File: config.mk
export PLATFORM = sky130hd
export DESIGN_NAME = lrtf_cell
export DESIGN_NICKNAME = d
export VERILOG_FILES = /design/src/rtl/core/lrtf_pkg.sv /design/src/rtl/core/lrtf_cell.sv
export SDC_FILE = /design/constraint.sdc
export NUM_CORES = 1
export LEC_CHECK = 0
export ABC_AREA = 1
export BUFFER_PORTS_ARGS = -buffer_cell sky130_fd_sc_hd__buf_2
export CAP_MARGIN = 0
export CORE_MARGIN = 2
export CORE_UTILIZATION = 50
export CTS_BUF_LIST = sky130_fd_sc_hd__clkbuf_16
export DETAILED_ROUTE_END_ITERATION = 10
export PLACE_DENSITY = 0.85
export SETUP_SLACK_MARGIN = 0.2
export SYNTH_ARGS = -nofsm -noshare
export SYNTH_HDL_FRONTEND = slang
export SYNTH_SLANG_ARGS = --single-unit
export TNS_END_PERCENT = 5
File: constraint.sdc
create_clock -name clk -period 2.17 [get_ports clk]
set_input_delay 0.434 -clock clk [delete_from_list [all_inputs] [get_ports clk]]
set_output_delay 0.434 -clock clk [all_outputs]
set_load 0.05 [all_outputs]
File: src/rtl/core/lrtf_pkg.sv
// Package for the longest-remaining-time-first tick scheduler.
// Holds the command and status codes and the structs passed between the slot cells.
// No dependencies.
package lrtf_pkg;

    localparam int TIME_W   = 32;
    localparam int VALUE_W  = 16;
    localparam int CMD_W    = 2;
    localparam int STATUS_W = 3;
    localparam int PID_W    = 4;
    localparam int IN_W     = 32;
    localparam int OUT_W    = 136;

    localparam logic [TIME_W-1:0] TIME_MAX = '1;

    localparam logic [CMD_W-1:0] CMD_ADD   = 2'd0;
    localparam logic [CMD_W-1:0] CMD_TICK  = 2'd1;
    localparam logic [CMD_W-1:0] CMD_CLEAR = 2'd2;

    localparam logic [STATUS_W-1:0] ST_ADDED    = 3'd0;
    localparam logic [STATUS_W-1:0] ST_REJECTED = 3'd1;
    localparam logic [STATUS_W-1:0] ST_IDLE     = 3'd2;
    localparam logic [STATUS_W-1:0] ST_RAN      = 3'd3;
    localparam logic [STATUS_W-1:0] ST_FINISHED = 3'd4;
    localparam logic [STATUS_W-1:0] ST_CLEARED  = 3'd5;

    typedef struct packed {
        logic               found;
        logic [VALUE_W-1:0] rem;
        logic [VALUE_W-1:0] arr;
        logic [VALUE_W-1:0] burst;
        logic [TIME_W-1:0]  fs;
    } slot_tok_t;

    typedef struct packed {
        logic               en;
        logic [VALUE_W-1:0] arr;
        logic [VALUE_W-1:0] burst;
    } slot_wr_t;

    typedef struct packed {
        logic              en;
        logic              first;
        logic [TIME_W-1:0] t;
    } slot_upd_t;

endpackage

File: src/rtl/core/lrtf_cell.sv
// One slot cell of the scheduler chain: holds one process and passes the best candidate on.
// Depends on lrtf_pkg.
module lrtf_cell #(
    parameter int NUM_SLOTS = 16,
    parameter int CELL_ID   = 0,
    localparam int IDW = (NUM_SLOTS > 1) ? $clog2(NUM_SLOTS) : 1,
    localparam int CW  = $clog2(NUM_SLOTS + 1)
) (
    input  logic                             clk,
    input  logic                             rst_n,
    input  logic [CW-1:0]                    count,
    input  logic [lrtf_pkg::TIME_W-1:0]      cur_time,
    input  lrtf_pkg::slot_wr_t               wr,
    input  logic [IDW-1:0]                   wr_id,
    input  lrtf_pkg::slot_upd_t              upd,
    input  logic [IDW-1:0]                   upd_id,
    input  lrtf_pkg::slot_tok_t              tok_in,
    input  logic [IDW-1:0]                   id_in,
    output lrtf_pkg::slot_tok_t              tok_out,
    output logic [IDW-1:0]                   id_out
);

    logic [lrtf_pkg::VALUE_W-1:0] arr_reg;
    logic [lrtf_pkg::VALUE_W-1:0] burst_reg;
    logic [lrtf_pkg::VALUE_W-1:0] rem_reg;
    logic [lrtf_pkg::TIME_W-1:0]  fs_reg;
    lrtf_pkg::slot_tok_t          tok_reg;
    lrtf_pkg::slot_tok_t          tok_next;
    logic [IDW-1:0]               id_reg;
    logic [IDW-1:0]               id_next;
    logic                         own_ok;
    logic                         take;

    always_comb
    begin
        own_ok = (CW'(CELL_ID) < count)
                 && ({{(lrtf_pkg::TIME_W-lrtf_pkg::VALUE_W){1'b0}}, arr_reg} <= cur_time)
                 && (rem_reg != '0);
        take = own_ok && (!tok_in.found || (rem_reg > tok_in.rem)
                          || ((rem_reg == tok_in.rem) && (arr_reg < tok_in.arr)));
        if (take)
        begin
            tok_next.found = 1'b1;
            tok_next.rem   = rem_reg;
            tok_next.arr   = arr_reg;
            tok_next.burst = burst_reg;
            tok_next.fs    = fs_reg;
            id_next        = IDW'(CELL_ID);
        end
        else
        begin
            tok_next = tok_in;
            id_next  = id_in;
        end
    end

    always_ff @(posedge clk or negedge rst_n)
    begin
        if (!rst_n)
        begin
            tok_reg <= '0;
        end
        else
        begin
            tok_reg <= tok_next;
        end
    end

    always_ff @(posedge clk)
    begin
        id_reg <= id_next;
        if (wr.en && (wr_id == IDW'(CELL_ID)))
        begin
            arr_reg   <= wr.arr;
            burst_reg <= wr.burst;
            rem_reg   <= wr.burst;
            fs_reg    <= '0;
        end
        else if (upd.en && (upd_id == IDW'(CELL_ID)))
        begin
            rem_reg <= rem_reg - lrtf_pkg::VALUE_W'(1);
            if (upd.first)
            begin
                fs_reg <= upd.t;
            end
        end
    end

    assign tok_out = tok_reg;
    assign id_out  = id_reg;

endmodule

==> impl_metrics.json <==
{
  "pre_cts_slack_ns": -0.155,
  "synth_nets": 1127,
  "drive_gt1_share_pct": 34.6,
  "max_slew_margin_pct": 63.4,
  "critPathKind": "flip-flop to flip-flop",
  "crit_path_start_kind": "flip-flop",
  "cts_sinks": 165,
  "maxCapViolations": 0,
  "worst_hold_slack_ns": -0.00555,
  "globalplace.congestion": 0.964,
  "ys_seq_area_share_pct": 54.9,
  "tightest_slew_ns": 0.549,
  "syn_inst": 880,
  "cp_slowest_cell": "edfxtp_1",
  "port-buffer-count": 283,
  "clockBufferDepth": 2,
  "multi_input_area_um2": 3210,
  "ir_drop_mv": 0.505,
  "grt_antenna_before_repair": 3,
  "initial_core_util_pct": 50.8,
  "largest_reg_flops": 81,
  "rsz0062_at_grt": "yes",
  "violations": "hold timing, setup timing",
  "final-max-slew-violation-count": 0,
  "fin_skew_ns": 0.0116,
  "fill_cells": 1093,
  "die_h_um": 128,
  "endpoint_kind": "flip-flop",
  "max_freq_ghz": 0.448,
  "grt_pass1_wl_um": 34700,
  "worstPathMaxFanout": 25,
  "wire_per_inst_um": 17.0,
  "dr.pass1.iters": 5,
  "powerDensity_nw_per_um2": 787,
  "synth_cell_types": 26,
  "dieArea_um2": 16300,
  "critPathArrivalTime_ns": 2.58,
  "cts_buffers": 17,
  "cp.required_ns": 2.52,
  "yosysWarnings": 0,
  "num_rows": 45,
  "drc": 0,
  "synthToLayoutAreaGrowth_pct": 39.8,
  "worstHoldPathType": "input port to asynchronous set/reset pin",
  "setup_viol": 77,
  "dpl.hpwl_um": 16200,
  "setup_ws_ns": -0.0611,
  "routed_wl_um": 23900,
  "drt_iter0_drc": 519,
  "hold_viol_final": 6,
  "core-area_um2": 15000,
  "htree_levels": 4,
  "vias_per_cell": 5.28,
  "io_pins": 284,
  "hold_buffers": 0,
  "register_area_um2": 4190,
  "leakagePower_nw": 5.67,
  "root_buffer": "clkbuf_16",
  "via_count": 7431,
  "ys_seq_elements": 165,
  "cp_cell_sequence": "ha_1, nand2_2, nor2_4, nand4_1, o21a_1, a21oi_4, buf_6, buf_12, nand3_1, nand2_1",
  "clk_pin_slew_ns": 0.06,
  "overflow": 0,
  "syn_avg_cell_area_um2": 8.68,
  "fin_nets": 1451,
  "grt_pass1_vias": 7134,
  "tritoncts": "built",
  "status": "complete, but fails checks",
  "path_delay_family": "compound AO/OA/AOI/OAI gates",
  "track_usage_pct": 27.6,
  "fp.dieW_um": 128,
  "post-route-min-period_ns": 2.23,
  "ant_nets": 0,
  "fin_tns_setup_ns": -1.38,
  "syn_area_um2": 7630,
  "insertion_delay_ns": 0.42,
  "slowest_delay_ns": 0.45,
  "crit_buf_inv": 2,
  "grt_max_degree": 43,
  "fin_crit_sh_pct": 103,
  "power.total_w": 0.00840
}
==> worst paths after layout <==
check	slack (ns)	end	start	depth (start not counted)
worst max-delay path	-0.06	tok_out[37]$_DFF_PN0_	arr_reg[6]$_DFFE_PP_	10
worst min-delay path	-0.006	tok_out[3]$_DFF_PN0_	rst_n	1
worst max register to register	-0.06	tok_out[37]$_DFF_PN0_	arr_reg[6]$_DFFE_PP_	10
worst min register to register	0.46	tok_out[2]$_DFF_PN0_	fs_reg[2]$_SDFFE_PP0P_	2
max in group asynchronous	1.49	tok_out[51]$_DFF_PN0_	rst_n	2
min in group clk	0.18	arr_reg[13]$_DFFE_PP_	wr[29]	1
==> layout make-up <==
type	count	share of cell area (%)
diodes	3	0.0703
clock buffers	21	4.92
clock inverters	11	0.516
inverters	82	2.88
multi-input cells	596	30.0
flip-flops and latches	165	39.2
well taps	188	2.20
repair buffers	342	20.1
==> report_power, final <==
| group | leakage, nW | switching, W | total [W] | internal [W] |
|---|---|---|---|---|
| Clock | 0.308 | 0.00119 | 0.00290 | 0.00171 |
| Combinational | 3.64 | 0.00127 | 0.00187 | 0.000600 |
| Sequential | 1.72 | 0.000124 | 0.00363 | 0.00351 |
==> cells by family (layout without fill, tap and decap cells) <==
group	count (synthesis)	in the layout	share of synthesized area, %
adders and majority gates	48	48	7.87
buffers and inverters	119	456	6.11
xor gates and xnor gates	9	9	1.03
AOI/OAI and AO/OA	77	77	5.41
and+or+nand+nor	462	462	24.7
other	0	3	0
DFF	165	165	54.9
==> cells in the mapped netlist (all sizes together) <==
library cell,instances,area share [%]
nand2,251,12
nor2,108,5.3
nand3,89,5.9
inv,82,4.0
dfrtp,81,27
o21ai,50,3.3
edfxtp,48,19
ha,48,7.9
dfxtp,36,9.4
clkbuf,21,1.0
a21oi,20,1.5
buf,16,1.0
xor2,8,0.92
nor3,5,0.33
a31oi,4,0.33
nand4,3,0.25
o21a,3,0.29
or2,3,0.25
and2,1,0.082
and3,1,0.082
nor4,1,0.082
xnor2,1,0.11
==> worst register-to-register path: stages, from the launching register on <==
cell	delay [ns]
edfxtp_1	0.45
ha_1	0.35
nand2_2	0.09
nor2_4	0.10
nand4_1	0.11
o21a_1	0.23
a21oi_4	0.30
buf_6	0.16
buf_12	0.17
nand3_1	0.12
nand2_1	0.09
==> placed cells by master (no fill, tap or decap), types with 3 or more instances in the layout <==
master and instances:
buf_2 282, nand2_1 236, nor2_1 100, inv_1 84, dfrtp_1 81, nand3_1 77, edfxtp_1 48, o21ai_0 46
ha_1 42, dfxtp_1 36, buf_4 35, clkbuf_16 26, a21oi_1 17, nand2_2 14, nand3_2 11, buf_12 10
xor2_1 8, buf_6 7, nor2_2 5, ha_4 5, inv_2 4, nor3_1 4, a31oi_1 4, diode_2 3
nor2_4 3, o21ai_1 3, or2_2 3, o21a_1 3, nand4_1 3
==> layer usage <==
metal | vias up | wire, µm | GRT usage (%)
met3 | 85 | 1680 | 5.44
met4 | 0 | 976 | 13.4
met2 | 409 | 12200 | 48.3
met1 | 3453 | 9020 | 32.6
li1 | 3484 | - | -
met5 | - | 0 | 0
==> per-stage QoR <==
step,hold slack (ns),utilization (%),instance area [µm²],instances
floorplan,0.138,-,7640,880
global placement,0.449,63.7,9570,1358
detailed placement,0.454,63.7,9570,1358
CTS,0.00995,68.5,10300,1398
global route,0.0291,71.0,10700,1408
finish,-0.00555,71.0,10700,1408
==> timing repair <==
item                                    CTS  global route
setup buffers                             6             2
endpoints found under the setup margin   85            88
pin swaps                                 4            13
endpoints found under the hold margin     0             0
gates resized for setup                  14            56
gates cloned                              2             5
No activity file was read; power rests on OpenSTA's default activity.
